==> config.mk <==
export PLATFORM = sky130hd
export DESIGN_NAME = touch_gesture_classifier
export DESIGN_NICKNAME = d
export VERILOG_FILES = /design/src/rtl/tgc_pkg.sv /design/src/rtl/tgc_cfg.sv /design/src/rtl/tgc_engine.sv /design/src/rtl/touch_gesture_classifier.sv
export SDC_FILE = /design/constraint.sdc
export NUM_CORES = 1
export LEC_CHECK = 0
export ABC_AREA = 1
export ABC_CLOCK_PERIOD_IN_PS = 7500
export BUFFER_PORTS_ARGS = -buffer_cell sky130_fd_sc_hd__buf_4
export CAP_MARGIN = 10
export CORE_ASPECT_RATIO = 1.5
export CORE_MARGIN = 2
export CORE_UTILIZATION = 47
export CTS_CLUSTER_DIAMETER = 200
export DETAILED_ROUTE_END_ITERATION = 12
export HOLD_SLACK_MARGIN = 0.03
export PLACE_DENSITY_LB_ADDON = 0.3
export SYNTH_ARGS = -nofsm -noshare
export SYNTH_HDL_FRONTEND = slang
export SYNTH_HIERARCHICAL = 1
export SYNTH_SLANG_ARGS = --single-unit
export TNS_END_PERCENT = 50
==> constraint.sdc <==
create_clock -name aclk -period 7.5 [get_ports aclk]
set_clock_uncertainty 0.15 [all_clocks]
set_input_delay 1.125 -clock aclk [delete_from_list [all_inputs] [get_ports aclk]]
set_output_delay 1.125 -clock aclk [all_outputs]
set_load 0.01 [all_outputs]
==> src/rtl/tgc_pkg.sv <==
// Shared types, register map and event codes for the touch gesture classifier.
package tgc_pkg;

    typedef logic [3:0] event_kind_t;

    localparam event_kind_t EV_NONE   = 4'd0;
    localparam event_kind_t EV_DOWN   = 4'd1;
    localparam event_kind_t EV_MOVE   = 4'd2;
    localparam event_kind_t EV_LONG   = 4'd3;
    localparam event_kind_t EV_LEFT   = 4'd4;
    localparam event_kind_t EV_RIGHT  = 4'd5;
    localparam event_kind_t EV_SWUP   = 4'd6;
    localparam event_kind_t EV_SWDOWN = 4'd7;
    localparam event_kind_t EV_TAP    = 4'd8;
    localparam event_kind_t EV_UP     = 4'd9;

    // Register indexes (byte address is 4 * index)
    localparam logic [2:0] REG_SCREEN_WIDTH    = 3'd0;
    localparam logic [2:0] REG_SCREEN_HEIGHT   = 3'd1;
    localparam logic [2:0] REG_LONG_PRESS_MS   = 3'd2;
    localparam logic [2:0] REG_SWIPE_THRESHOLD = 3'd3;
    localparam logic [2:0] REG_TAP_MAX_MS      = 3'd4;

    localparam logic [12:0] RST_SCREEN_WIDTH    = 13'd960;
    localparam logic [12:0] RST_SCREEN_HEIGHT   = 13'd540;
    localparam logic [15:0] RST_LONG_PRESS_MS   = 16'd800;
    localparam logic [11:0] RST_SWIPE_THRESHOLD = 12'd50;
    localparam logic [15:0] RST_TAP_MAX_MS      = 16'd400;

    // Status byte layout
    localparam int STATUS_VALID_BIT = 7;
    localparam logic [7:0] STATUS_COUNT_MASK = 8'h0F;

    typedef struct packed {
        logic [12:0] screen_width;
        logic [12:0] screen_height;
        logic [15:0] long_press_ms;
        logic [11:0] swipe_threshold;
        logic [15:0] tap_max_ms;
    } cfg_t;

    typedef struct packed {
        logic               read_ok;
        logic [7:0]         status_byte;
        logic signed [15:0] raw_x;
        logic signed [15:0] raw_y;
        logic [31:0]        now_ms;
    } poll_t;

endpackage

==> src/rtl/tgc_cfg.sv <==
// APB register file holding the classifier configuration.
module tgc_cfg (
    input  logic               aclk,
    input  logic               aresetn,
    input  logic               psel,
    input  logic               penable,
    input  logic               pwrite,
    input  logic [4:0]         paddr,
    input  logic [31:0]        pwdata,
    output logic [31:0]        prdata,
    output logic               pready,
    output tgc_pkg::cfg_t      cfg
);

    tgc_pkg::cfg_t cfg_reg;
    tgc_pkg::cfg_t cfg_next;
    logic          wr_en;

    assign pready = 1'b1;
    assign wr_en  = psel && penable && pwrite && pready;
    assign cfg    = cfg_reg;

    always_comb begin
        cfg_next = cfg_reg;
        if (wr_en) begin
            unique case (paddr[4:2])
                tgc_pkg::REG_SCREEN_WIDTH:    cfg_next.screen_width    = pwdata[12:0];
                tgc_pkg::REG_SCREEN_HEIGHT:   cfg_next.screen_height   = pwdata[12:0];
                tgc_pkg::REG_LONG_PRESS_MS:   cfg_next.long_press_ms   = pwdata[15:0];
                tgc_pkg::REG_SWIPE_THRESHOLD: cfg_next.swipe_threshold = pwdata[11:0];
                tgc_pkg::REG_TAP_MAX_MS:      cfg_next.tap_max_ms      = pwdata[15:0];
                default: ;
            endcase
        end
    end

    always_ff @(posedge aclk) begin
        if (!aresetn) begin
            cfg_reg.screen_width    <= tgc_pkg::RST_SCREEN_WIDTH;
            cfg_reg.screen_height   <= tgc_pkg::RST_SCREEN_HEIGHT;
            cfg_reg.long_press_ms   <= tgc_pkg::RST_LONG_PRESS_MS;
            cfg_reg.swipe_threshold <= tgc_pkg::RST_SWIPE_THRESHOLD;
            cfg_reg.tap_max_ms      <= tgc_pkg::RST_TAP_MAX_MS;
        end else begin
            cfg_reg <= cfg_next;
        end
    end

    always_comb begin
        unique case (paddr[4:2])
            tgc_pkg::REG_SCREEN_WIDTH:    prdata = 32'(cfg_reg.screen_width);
            tgc_pkg::REG_SCREEN_HEIGHT:   prdata = 32'(cfg_reg.screen_height);
            tgc_pkg::REG_LONG_PRESS_MS:   prdata = 32'(cfg_reg.long_press_ms);
            tgc_pkg::REG_SWIPE_THRESHOLD: prdata = 32'(cfg_reg.swipe_threshold);
            tgc_pkg::REG_TAP_MAX_MS:      prdata = 32'(cfg_reg.tap_max_ms);
            default:                      prdata = 32'd0;
        endcase
    end

endmodule

==> src/rtl/tgc_engine.sv <==
// Press tracking state and combinational event classification for one poll.
module tgc_engine #(
    parameter int COORD_WIDTH = 12,
    parameter int TIME_WIDTH  = 32
) (
    input  logic                          aclk,
    input  logic                          aresetn,
    input  logic                          step,
    input  tgc_pkg::poll_t                poll,
    input  tgc_pkg::cfg_t                 cfg,
    output tgc_pkg::event_kind_t          kind,
    output logic [COORD_WIDTH-1:0]        pos_x,
    output logic [COORD_WIDTH-1:0]        pos_y,
    output logic signed [COORD_WIDTH:0]   delta_x,
    output logic signed [COORD_WIDTH:0]   delta_y
);

    localparam int CLW = (COORD_WIDTH > 13) ? COORD_WIDTH : 13;
    localparam int CMW = (CLW > 15) ? CLW : 15;
    localparam int MW  = (COORD_WIDTH > 12) ? COORD_WIDTH : 12;
    localparam logic [CLW-1:0] CMAX = CLW'((1 << COORD_WIDTH) - 1);

    logic                   was_down_reg, was_down_next;
    logic                   long_done_reg, long_done_next;
    logic [COORD_WIDTH-1:0] down_x_reg, down_x_next;
    logic [COORD_WIDTH-1:0] down_y_reg, down_y_next;
    logic [COORD_WIDTH-1:0] prev_x_reg, prev_x_next;
    logic [COORD_WIDTH-1:0] prev_y_reg, prev_y_next;
    logic [TIME_WIDTH-1:0]  down_time_reg, down_time_next;

    logic                   pressed;
    logic [COORD_WIDTH-1:0] cx, cy;
    logic [TIME_WIDTH-1:0]  now_t, elapsed;
    logic signed [COORD_WIDTH:0] mx, my, sx, sy;
    logic [COORD_WIDTH-1:0] mag_sx, mag_sy;
    logic                   over_th, long_hit, tap_ok;

    function automatic logic [COORD_WIDTH-1:0] clamp_coord(
        input logic signed [15:0] v,
        input logic [12:0]        size
    );
        logic [12:0]    hi13;
        logic [CLW-1:0] hi_c;
        logic [CMW-1:0] v_ext;
        logic [CMW-1:0] hi_ext;
        hi13   = (size == 13'd0) ? 13'd0 : size - 13'd1;
        hi_c   = (CLW'(hi13) > CMAX) ? CMAX : CLW'(hi13);
        v_ext  = CMW'(v[14:0]);
        hi_ext = CMW'(hi_c);
        if (v[15]) begin
            clamp_coord = '0;
        end else if (v_ext > hi_ext) begin
            clamp_coord = hi_c[COORD_WIDTH-1:0];
        end else begin
            clamp_coord = v[COORD_WIDTH-1:0];
        end
    endfunction

    function automatic logic [COORD_WIDTH-1:0] mag(input logic signed [COORD_WIDTH:0] d);
        logic [COORD_WIDTH:0] n;
        n   = -d;
        mag = d[COORD_WIDTH] ? n[COORD_WIDTH-1:0] : d[COORD_WIDTH-1:0];
    endfunction

    assign pressed = poll.status_byte[tgc_pkg::STATUS_VALID_BIT]
                  && ((poll.status_byte & tgc_pkg::STATUS_COUNT_MASK) != 8'd0);
    assign cx      = clamp_coord(poll.raw_x, cfg.screen_width);
    assign cy      = clamp_coord(poll.raw_y, cfg.screen_height);
    assign now_t   = poll.now_ms[TIME_WIDTH-1:0];
    assign elapsed = now_t - down_time_reg;

    assign mx = $signed({1'b0, cx}) - $signed({1'b0, prev_x_reg});
    assign my = $signed({1'b0, cy}) - $signed({1'b0, prev_y_reg});
    assign sx = $signed({1'b0, prev_x_reg}) - $signed({1'b0, down_x_reg});
    assign sy = $signed({1'b0, prev_y_reg}) - $signed({1'b0, down_y_reg});
    assign mag_sx = mag(sx);
    assign mag_sy = mag(sy);

    assign over_th  = (MW'(mag_sx) > MW'(cfg.swipe_threshold))
                   || (MW'(mag_sy) > MW'(cfg.swipe_threshold));
    assign long_hit = !long_done_reg && (elapsed > TIME_WIDTH'(cfg.long_press_ms));
    assign tap_ok   = (elapsed < TIME_WIDTH'(cfg.tap_max_ms)) && !long_done_reg;

    always_comb begin
        kind           = tgc_pkg::EV_NONE;
        pos_x          = '0;
        pos_y          = '0;
        delta_x        = '0;
        delta_y        = '0;
        was_down_next  = was_down_reg;
        long_done_next = long_done_reg;
        down_x_next    = down_x_reg;
        down_y_next    = down_y_reg;
        down_time_next = down_time_reg;
        prev_x_next    = prev_x_reg;
        prev_y_next    = prev_y_reg;

        // A failed read gives none and leaves the state alone
        if (poll.read_ok) begin
            if (pressed && !was_down_reg) begin
                kind           = tgc_pkg::EV_DOWN;
                pos_x          = cx;
                pos_y          = cy;
                down_x_next    = cx;
                down_y_next    = cy;
                down_time_next = now_t;
                long_done_next = 1'b0;
            end else if (pressed) begin
                pos_x = cx;
                pos_y = cy;
                if (long_hit) begin
                    kind           = tgc_pkg::EV_LONG;
                    long_done_next = 1'b1;
                end else begin
                    kind    = tgc_pkg::EV_MOVE;
                    delta_x = mx;
                    delta_y = my;
                end
            end else if (was_down_reg) begin
                pos_x = prev_x_reg;
                pos_y = prev_y_reg;
                if (over_th) begin
                    // Ties go to the horizontal axis
                    if (mag_sx >= mag_sy) begin
                        kind = (!sx[COORD_WIDTH] && (sx != '0)) ? tgc_pkg::EV_RIGHT
                                                                : tgc_pkg::EV_LEFT;
                    end else begin
                        kind = (!sy[COORD_WIDTH] && (sy != '0)) ? tgc_pkg::EV_SWDOWN
                                                                : tgc_pkg::EV_SWUP;
                    end
                    delta_x = sx;
                    delta_y = sy;
                end else if (tap_ok) begin
                    kind = tgc_pkg::EV_TAP;
                end else begin
                    kind = tgc_pkg::EV_UP;
                end
            end
            if (pressed) begin
                prev_x_next = cx;
                prev_y_next = cy;
            end
            was_down_next = pressed;
        end
    end

    always_ff @(posedge aclk) begin
        if (!aresetn) begin
            was_down_reg  <= 1'b0;
            long_done_reg <= 1'b0;
            down_x_reg    <= '0;
            down_y_reg    <= '0;
            down_time_reg <= '0;
            prev_x_reg    <= '0;
            prev_y_reg    <= '0;
        end else if (step) begin
            was_down_reg  <= was_down_next;
            long_done_reg <= long_done_next;
            down_x_reg    <= down_x_next;
            down_y_reg    <= down_y_next;
            down_time_reg <= down_time_next;
            prev_x_reg    <= prev_x_next;
            prev_y_reg    <= prev_y_next;
        end
    end

endmodule

==> src/rtl/touch_gesture_classifier.sv <==
// Top level: poll input register, classification engine, event output register.
// An accepted poll reaches m_tvalid through the input register, then the result
// register; the result register loads only when the output is free.
// Throughput: one poll per cycle; the input register refills in the cycle it
// hands its item to the result register, so only a stalled m_tready slows it.
// Reset (aresetn low, synchronous): both valids and the press state clear,
// configuration registers return to their defaults.
module touch_gesture_classifier #(
    parameter int COORD_WIDTH = 12,
    parameter int TIME_WIDTH  = 32
) (
    input  logic                aclk,
    input  logic                aresetn,
    // Poll channel
    input  logic                s_tvalid,
    output logic                s_tready,
    input  logic [71:0]         s_tdata,   // status_byte, raw_x, raw_y, now_ms
    input  logic                s_tuser,   // read_ok
    // Event channel
    output logic                m_tvalid,
    input  logic                m_tready,
    output logic [((4*COORD_WIDTH+2+7)/8)*8-1:0] m_tdata, // pos_x, pos_y, delta_x, delta_y
    output logic [3:0]          m_tuser,   // event_kind
    // Configuration
    input  logic                psel,
    input  logic                penable,
    input  logic                pwrite,
    input  logic [4:0]          paddr,
    input  logic [31:0]         pwdata,
    output logic [31:0]         prdata,
    output logic                pready
);

    localparam int OUT_W = ((4*COORD_WIDTH+2+7)/8)*8;

    tgc_pkg::cfg_t  cfg;
    tgc_pkg::poll_t poll_reg;
    logic           in_valid_reg;
    logic           out_valid_reg;
    logic           advance;

    tgc_pkg::event_kind_t        kind;
    logic [COORD_WIDTH-1:0]      pos_x, pos_y;
    logic signed [COORD_WIDTH:0] delta_x, delta_y;

    tgc_pkg::event_kind_t        kind_reg;
    logic [COORD_WIDTH-1:0]      pos_x_reg, pos_y_reg;
    logic signed [COORD_WIDTH:0] delta_x_reg, delta_y_reg;

    assign advance  = in_valid_reg && (!out_valid_reg || m_tready);
    assign s_tready = !in_valid_reg || advance;

    tgc_cfg u_cfg (
        .aclk    (aclk),
        .aresetn (aresetn),
        .psel    (psel),
        .penable (penable),
        .pwrite  (pwrite),
        .paddr   (paddr),
        .pwdata  (pwdata),
        .prdata  (prdata),
        .pready  (pready),
        .cfg     (cfg)
    );

    tgc_engine #(
        .COORD_WIDTH (COORD_WIDTH),
        .TIME_WIDTH  (TIME_WIDTH)
    ) u_engine (
        .aclk    (aclk),
        .aresetn (aresetn),
        .step    (advance),
        .poll    (poll_reg),
        .cfg     (cfg),
        .kind    (kind),
        .pos_x   (pos_x),
        .pos_y   (pos_y),
        .delta_x (delta_x),
        .delta_y (delta_y)
    );

    always_ff @(posedge aclk) begin
        if (!aresetn) begin
            in_valid_reg  <= 1'b0;
            out_valid_reg <= 1'b0;
        end else begin
            if (s_tvalid && s_tready) begin
                in_valid_reg <= 1'b1;
            end else if (advance) begin
                in_valid_reg <= 1'b0;
            end
            if (advance) begin
                out_valid_reg <= 1'b1;
            end else if (m_tready) begin
                out_valid_reg <= 1'b0;
            end
        end
    end

    // Payload registers: the poll loads on accept, the result on advance; both hold otherwise
    always_ff @(posedge aclk) begin
        if (s_tvalid && s_tready) begin
            poll_reg.read_ok     <= s_tuser;
            poll_reg.status_byte <= s_tdata[7:0];
            poll_reg.raw_x       <= s_tdata[23:8];
            poll_reg.raw_y       <= s_tdata[39:24];
            poll_reg.now_ms      <= s_tdata[71:40];
        end
        if (advance) begin
            kind_reg    <= kind;
            pos_x_reg   <= pos_x;
            pos_y_reg   <= pos_y;
            delta_x_reg <= delta_x;
            delta_y_reg <= delta_y;
        end
    end

    assign m_tvalid = out_valid_reg;
    assign m_tuser  = kind_reg;
    assign m_tdata  = OUT_W'({delta_y_reg, delta_x_reg, pos_y_reg, pos_x_reg});

    a_advance_fills_out: assert property (@(posedge aclk) disable iff (!aresetn)
        advance |=> m_tvalid)
        else $error("result register not loaded after advance");

    a_input_held: assert property (@(posedge aclk) disable iff (!aresetn)
        (in_valid_reg && !advance) |=> in_valid_reg)
        else $error("pending poll dropped");

    a_kind_range: assert property (@(posedge aclk) disable iff (!aresetn)
        m_tvalid |-> (m_tuser <= tgc_pkg::EV_UP))
        else $error("event kind out of range");

    a_no_delta: assert property (@(posedge aclk) disable iff (!aresetn)
        (m_tvalid && (m_tuser == tgc_pkg::EV_NONE || m_tuser == tgc_pkg::EV_DOWN
            || m_tuser == tgc_pkg::EV_LONG || m_tuser == tgc_pkg::EV_TAP
            || m_tuser == tgc_pkg::EV_UP))
        |-> (delta_x_reg == '0 && delta_y_reg == '0))
        else $error("nonzero delta on event without displacement");

    a_none_at_origin: assert property (@(posedge aclk) disable iff (!aresetn)
        (m_tvalid && m_tuser == tgc_pkg::EV_NONE) |-> (pos_x_reg == '0 && pos_y_reg == '0))
        else $error("none event carries a position");

endmodule
==> results of run 1 <==
==> final timing paths <==
| check | start | endpoint | slack [ps] | cells after the start |
|---|---|---|---|---|
| max | u_cfg/cfg[57] | delta_x_reg[7] | 1850 | 29 |
| max reg2reg | u_cfg/cfg[57] | delta_x_reg[7] | 1850 | 29 |
| min reg2reg | u_engine/down_time_reg[26] | u_engine/down_time_reg[26] | 310 | 2 |
| min | u_engine/down_time_reg[26] | u_engine/down_time_reg[26] | 310 | 2 |
==> per-stage QoR <==
stage	cell area, um2	total power [mW]	util
after floorplan	20300	2.78	-
after global placement	21800	3.14	0.510
after detailed placement	21800	3.19	0.510
after CTS	22700	4.68	0.532
after global routing	22700	4.93	0.532
final	22700	4.65	0.532
==> final cells by class <==
cell class | instances | area, um2
Clock buffer | 37 | 797
Tap cell | 570 | 713
Clock inverter | 15 | 161
Fill cell | 4328 | 20000
Multi-Input combinational cell | 2031 | 11100
Sequential cell | 278 | 6810
Inverter | 485 | 1830
Timing Repair Buffer | 177 | 1330
==> cell usage in the layout (no fill, tap or decap), types with 12 or more instances in the layout <==
cell       instances
nand2_1          704
inv_1            470
nor2_1           306
a21oi_1          195
nand3_1          184
buf_4            177
ha_1             176
dfxtp_1          154
edfxtp_1         124
o21ai_0          113
xor2_1            60
nand4_1           57
clkbuf_16         30
conb_1            25
o22ai_1           20
nor3_1            19
nand2_2           16
nor2_2            16
xnor2_1           16
a31oi_1           12
==> power breakdown <==
| part | total [mW] | internal [mW] | switching, mW |
|---|---|---|---|
| combinational | 1.50 | 0.539 | 0.961 |
| sequential | 1.68 | 1.64 | 0.0329 |
| clock | 1.47 | 0.853 | 0.618 |
==> worst max-delay path: cells and delay by family, from the launching register on <==
| kind | cells | cell delay, ps |
|---|---|---|
| AND/OR/NAND/NOR | 19 | 2730 |
| AO/OA/AOI/OAI | 4 | 760 |
| adder cells (fa/ha/maj) | 2 | 640 |
| buffers and inverters | 2 | 460 |
| flip-flops | 1 | 370 |
| XOR/XNOR | 2 | 260 |
==> per-layer routing <==
metal  track usage  vias up
met3        0.0222      147
met2         0.509      541
met1         0.264     8680
met5             0        -
met4         0.138        0
li1              -     9473
==> out/summary.txt, run 1 <==
Status = complete, no violations
Fin. Hold Viols = 0
Die Ht = 258 um
Worst EP arrival = 5790 ps
Final worst path period need = 5650 ps
Clock buffer depth = 3
Final setup violation count = 0
Top Metal Used = met4
Routed WL per cell = 16.4 um
Max Slew Vio Count = 0
Overall Global Routing Usage = 0.257
Share of cells above drive strength 1 = 0.0979
YS warnings = 6
Fmax = 0.177 GHz
Final nets = 3,300
First-pass GRT wire length = 92.4 mm
Final std cells w/o fill = 3,593
Row Count = 93
Fin crit share = 0.754
VDD IR-drop max = 0.000189 V
Resize count post-CTS = 0
Vias in the first global route = 18.3k
Relative max-transition margin = 0.338
DR WL met3 = 2.31 mm
Die Area = 44,700 um2
Hpwl dp = 46.9 mm
Worst Setup Path Type = flop to flop
Setup Buffers After CTS = 0
CP endpoint kind = flop
Top Ports = 212
Initial antenna violation count = 0
TritonCTS clock tree = built
Measured slew at the worst slew-check pin = 993 ps
Worst path max stage delay = 380 ps
Syn Inst Count = 2,870
TNS Setup = 0 ps
CTS Hold Bufs = 0
Placed insts = 3,541
WP data required = 7640 ps
Worst min path class = flop to flop
Avg Cell Area, Syn = 7.05 um2
Routed wire length = 59.1 mm
Met2 routed WL = 31.8 mm
Post-route ant nets = 0
Startpoint Class = flop
Clk sinks = 278
Setup ws final = 1850 ps
# DRC = 0
Port Buffers = 167
Largest net degree at the start of global routing = 97
CTS Buf Count = 29
Drt first-iter violations = 1,087
Die X = 173 um
Vias per cell = 5.24
Power per cell area = 204 nW/um2
Drt first pass iters = 8
CP Max Fanout = 11
Place WS = 1960 ps
Clock latency on the worst-skew pair = 570 ps
DRT met1 WL = 21.7 mm
# Max-Cap Violations = 0
RSZ-0062 raised after global routing = false
CTS clk-pin slew, worst paths = 60 ps
Mapped Area = 20,200 um2
CTS Root Cell = clkbuf_16
Core area = 42,700 um2
GPL Wtd Cong = 1.00
Layout area overhead = 12.4%
Vias = 18.8k
Overflow left after global routing = 0
# diodes = 0
Slowest-stage cell, CP = nand2_1
H-tree levels = 1
Initial Util = 0.474
Hold slack = 307 ps
Lkg Pwr = 11.1 nW
Note: power is estimated with default switching activity, not from simulation.
==> run 2, diff against run 1 <==
--- a/config.mk
+++ b/config.mk
@@ -6,7 +6,7 @@
 export NUM_CORES = 1
 export LEC_CHECK = 0
 export ABC_AREA = 1
-export ABC_CLOCK_PERIOD_IN_PS = 7500
+export ABC_CLOCK_PERIOD_IN_PS = 5700
 export BUFFER_PORTS_ARGS = -buffer_cell sky130_fd_sc_hd__buf_4
 export CAP_MARGIN = 10
 export CORE_ASPECT_RATIO = 1.5
==> constraint.sdc (replaced) <==
create_clock -name aclk -period 5.7 [get_ports aclk]
set_clock_uncertainty 0.15 [all_clocks]
set_input_delay 0.855 -clock aclk [delete_from_list [all_inputs] [get_ports aclk]]
set_output_delay 0.855 -clock aclk [all_outputs]
set_load 0.01 [all_outputs]
==> out/summary.txt, run 2 (synthesis results as in run 1) <==
Tot Pwr = 6.18 mW (+33%)
Worst path most repeated cell = nand2_1
Measured slew at the worst slew-check pin = 1090 ps (+99.6 ps)
Relative max-transition margin = 0.271 (-0.0664)
Status = complete, no violations
Overall Global Routing Usage = 0.268 (+0.0107)
Worst R2R Path Depth = 23 (-21%)
Core area = 42,700 um2 (unchanged)
Final setup violation count = 0 (unchanged)
Hpwl dp = 48.7 mm (+3.7%)
Power per cell area = 270 nW/um2 (+32%)
Routed WL per cell = 16.8 um (+2.4%)
Lkg Pwr = 11.2 nW (+0.62%)
Fillers = 4,187 (-3.3%)
Top Ports = 212 (unchanged)
Vias per cell = 5.22 (-0.42%)
Final worst path period need = 5180 ps (-477 ps)
Largest net degree at the start of global routing = 108 (+11%)
Final nets = 3,314 (+0.42%)
Initial antenna violation count = 1 (+1)
GPL Wtd Cong = 0.955 (-4.9%)
Routed wire length = 60.8 mm (+2.9%)
Drt first pass iters = 5 (-3)
H-tree levels = 1 (unchanged)
Leading cell type in the layout, fill and taps excluded = nand2_1
Initial Util = 0.474 (unchanged)
Die X = 173 um (unchanged)
Clock buffer depth = 3 (unchanged)
CTS Root Cell = clkbuf_16
Vias = 18.9k (+0.053%)
Vias in the first global route = 18.7k (+2.2%)
Reg area = 6810 um2 (unchanged)
WP data required = 5920 ps (-1720 ps)
Row Count = 93 (unchanged)
Worst Hold Depth = 1 (-1)
Clk sinks = 278 (unchanged)
Share of cells above drive strength 1 = 0.104 (+0.00636)
Max Slew Vio Count = 0 (unchanged)
Core Util, Final = 0.536 (+0.00311)
Area of the multi-input gates = 11,100 um2 (+0.11%)
Post-route ant nets = 0 (unchanged)
WP depth = 23 (-21%)
Layout area overhead = 13.1%
Overflow left after global routing = 0 (unchanged)
Worst path max stage delay = 430 ps (+50 ps)
Slowest-stage cell, CP = fa_1
Port Buffers = 167 (unchanged)
VDD IR-drop max = 0.000249 V (+32%)
Crit path max-delay family = simple AND/OR/NAND/NOR gates
Fmax = 0.193 GHz (+9.2%)
CP endpoint kind = flop
Most frequent cells in the layout = 703 x nand2_1, 469 x inv_1, 306 x nor2_1
# DRC = 0 (unchanged)
CTS clk-pin slew, worst paths = 70 ps (about the same)
Die Area = 44,700 um2 (unchanged)
CTS Buf Count = 30 (+3.4%)
First-pass GRT wire length = 95.3 mm (+3.1%)
Fin. Hold Viols = 0 (unchanged)
# diodes = 0 (unchanged)
CP Max Fanout = 5 (-6)
Startpoint Class = flop
TritonCTS clock tree = built
Fin crit share = 0.908 (+0.154)
CP cell instances = nor3_2 > nand2_1 > nor3_1 > nand2_1 > nor3_1 > xor2_1 > o21ai_0 > inv_1 > ha_1 > nand3_1 > nor2_1 > nand2_1 > nand2_1 > nand2_1 > a21oi_1 > o21ai_0 > ha_1 > fa_1 > o21ai_0 > nand2_1 > nand3b_1 > nand3_1 > a21oi_1
Worst Setup Path Type = flop to flop
Die Ht = 258 um (unchanged)
# Max-Cap Violations = 0 (unchanged)
WP buf/inv = 1 (-1)
Worst min path class = input pin to flop
Worst EP arrival = 5400 ps (-390 ps)
Drt first-iter violations = 1,002 (-7.8%)
Clock latency on the worst-skew pair = 590 ps (+20 ps)
run 2: report_power, final:
part | leakage, nW | switching (mW) | internal (mW)
clock network | 0.478 | 0.854 | 1.10
registers | 2.45 | 0.0423 | 2.16
logic | 8.23 | 1.29 | 0.728
total | 11.2 | 2.19 | 3.99
run 2: final timing paths:
check	to	slack [ps]	start
setup reg to reg	delta_x_reg[8]	520	u_cfg/cfg[57]
hold / removal	poll_reg[60]	290	s_tdata[20]
setup / recovery	delta_x_reg[8]	520	u_cfg/cfg[57]
hold reg to reg	u_engine/down_time_reg[23]	310	u_engine/down_time_reg[23]
run 2: layout make-up:
class,count,share of cell area
clock buffer,37,0.0353
inverter,485,0.0802
sequential,278,0.298
timing repair buffer,190,0.0624
multi-input combinational,2031,0.486
tap,570,0.0312
clock inverter,19,0.00739
run 2: layer usage:
layer	wire (um)	track usage	up-vias
met5	11	0	-
met4	4200	0.175	2
met3	2490	0.0258	180
met2	32100	0.522	533
met1	22000	0.268	8631
li1	-	-	9505
run 2: timing repair:
item,4_1_cts,5_1_grt
resized for setup,0,7
buffers inserted,0,0
endpoints found under the setup margin,0,16
hold buffers,0,0
run 2: stage by stage:
stage,setup TNS (ps),instance area [um2],hold WS (ps),instances,setup WS [ps]
after floorplan,0,20300,283,2891,496
after global placement,0,21900,294,3554,535
after detailed placement,0,21900,302,3554,314
after CTS,0,22900,261,3610,310
after global routing,-3.62,22900,269,3610,-3.62
final,0,22900,291,3610,522
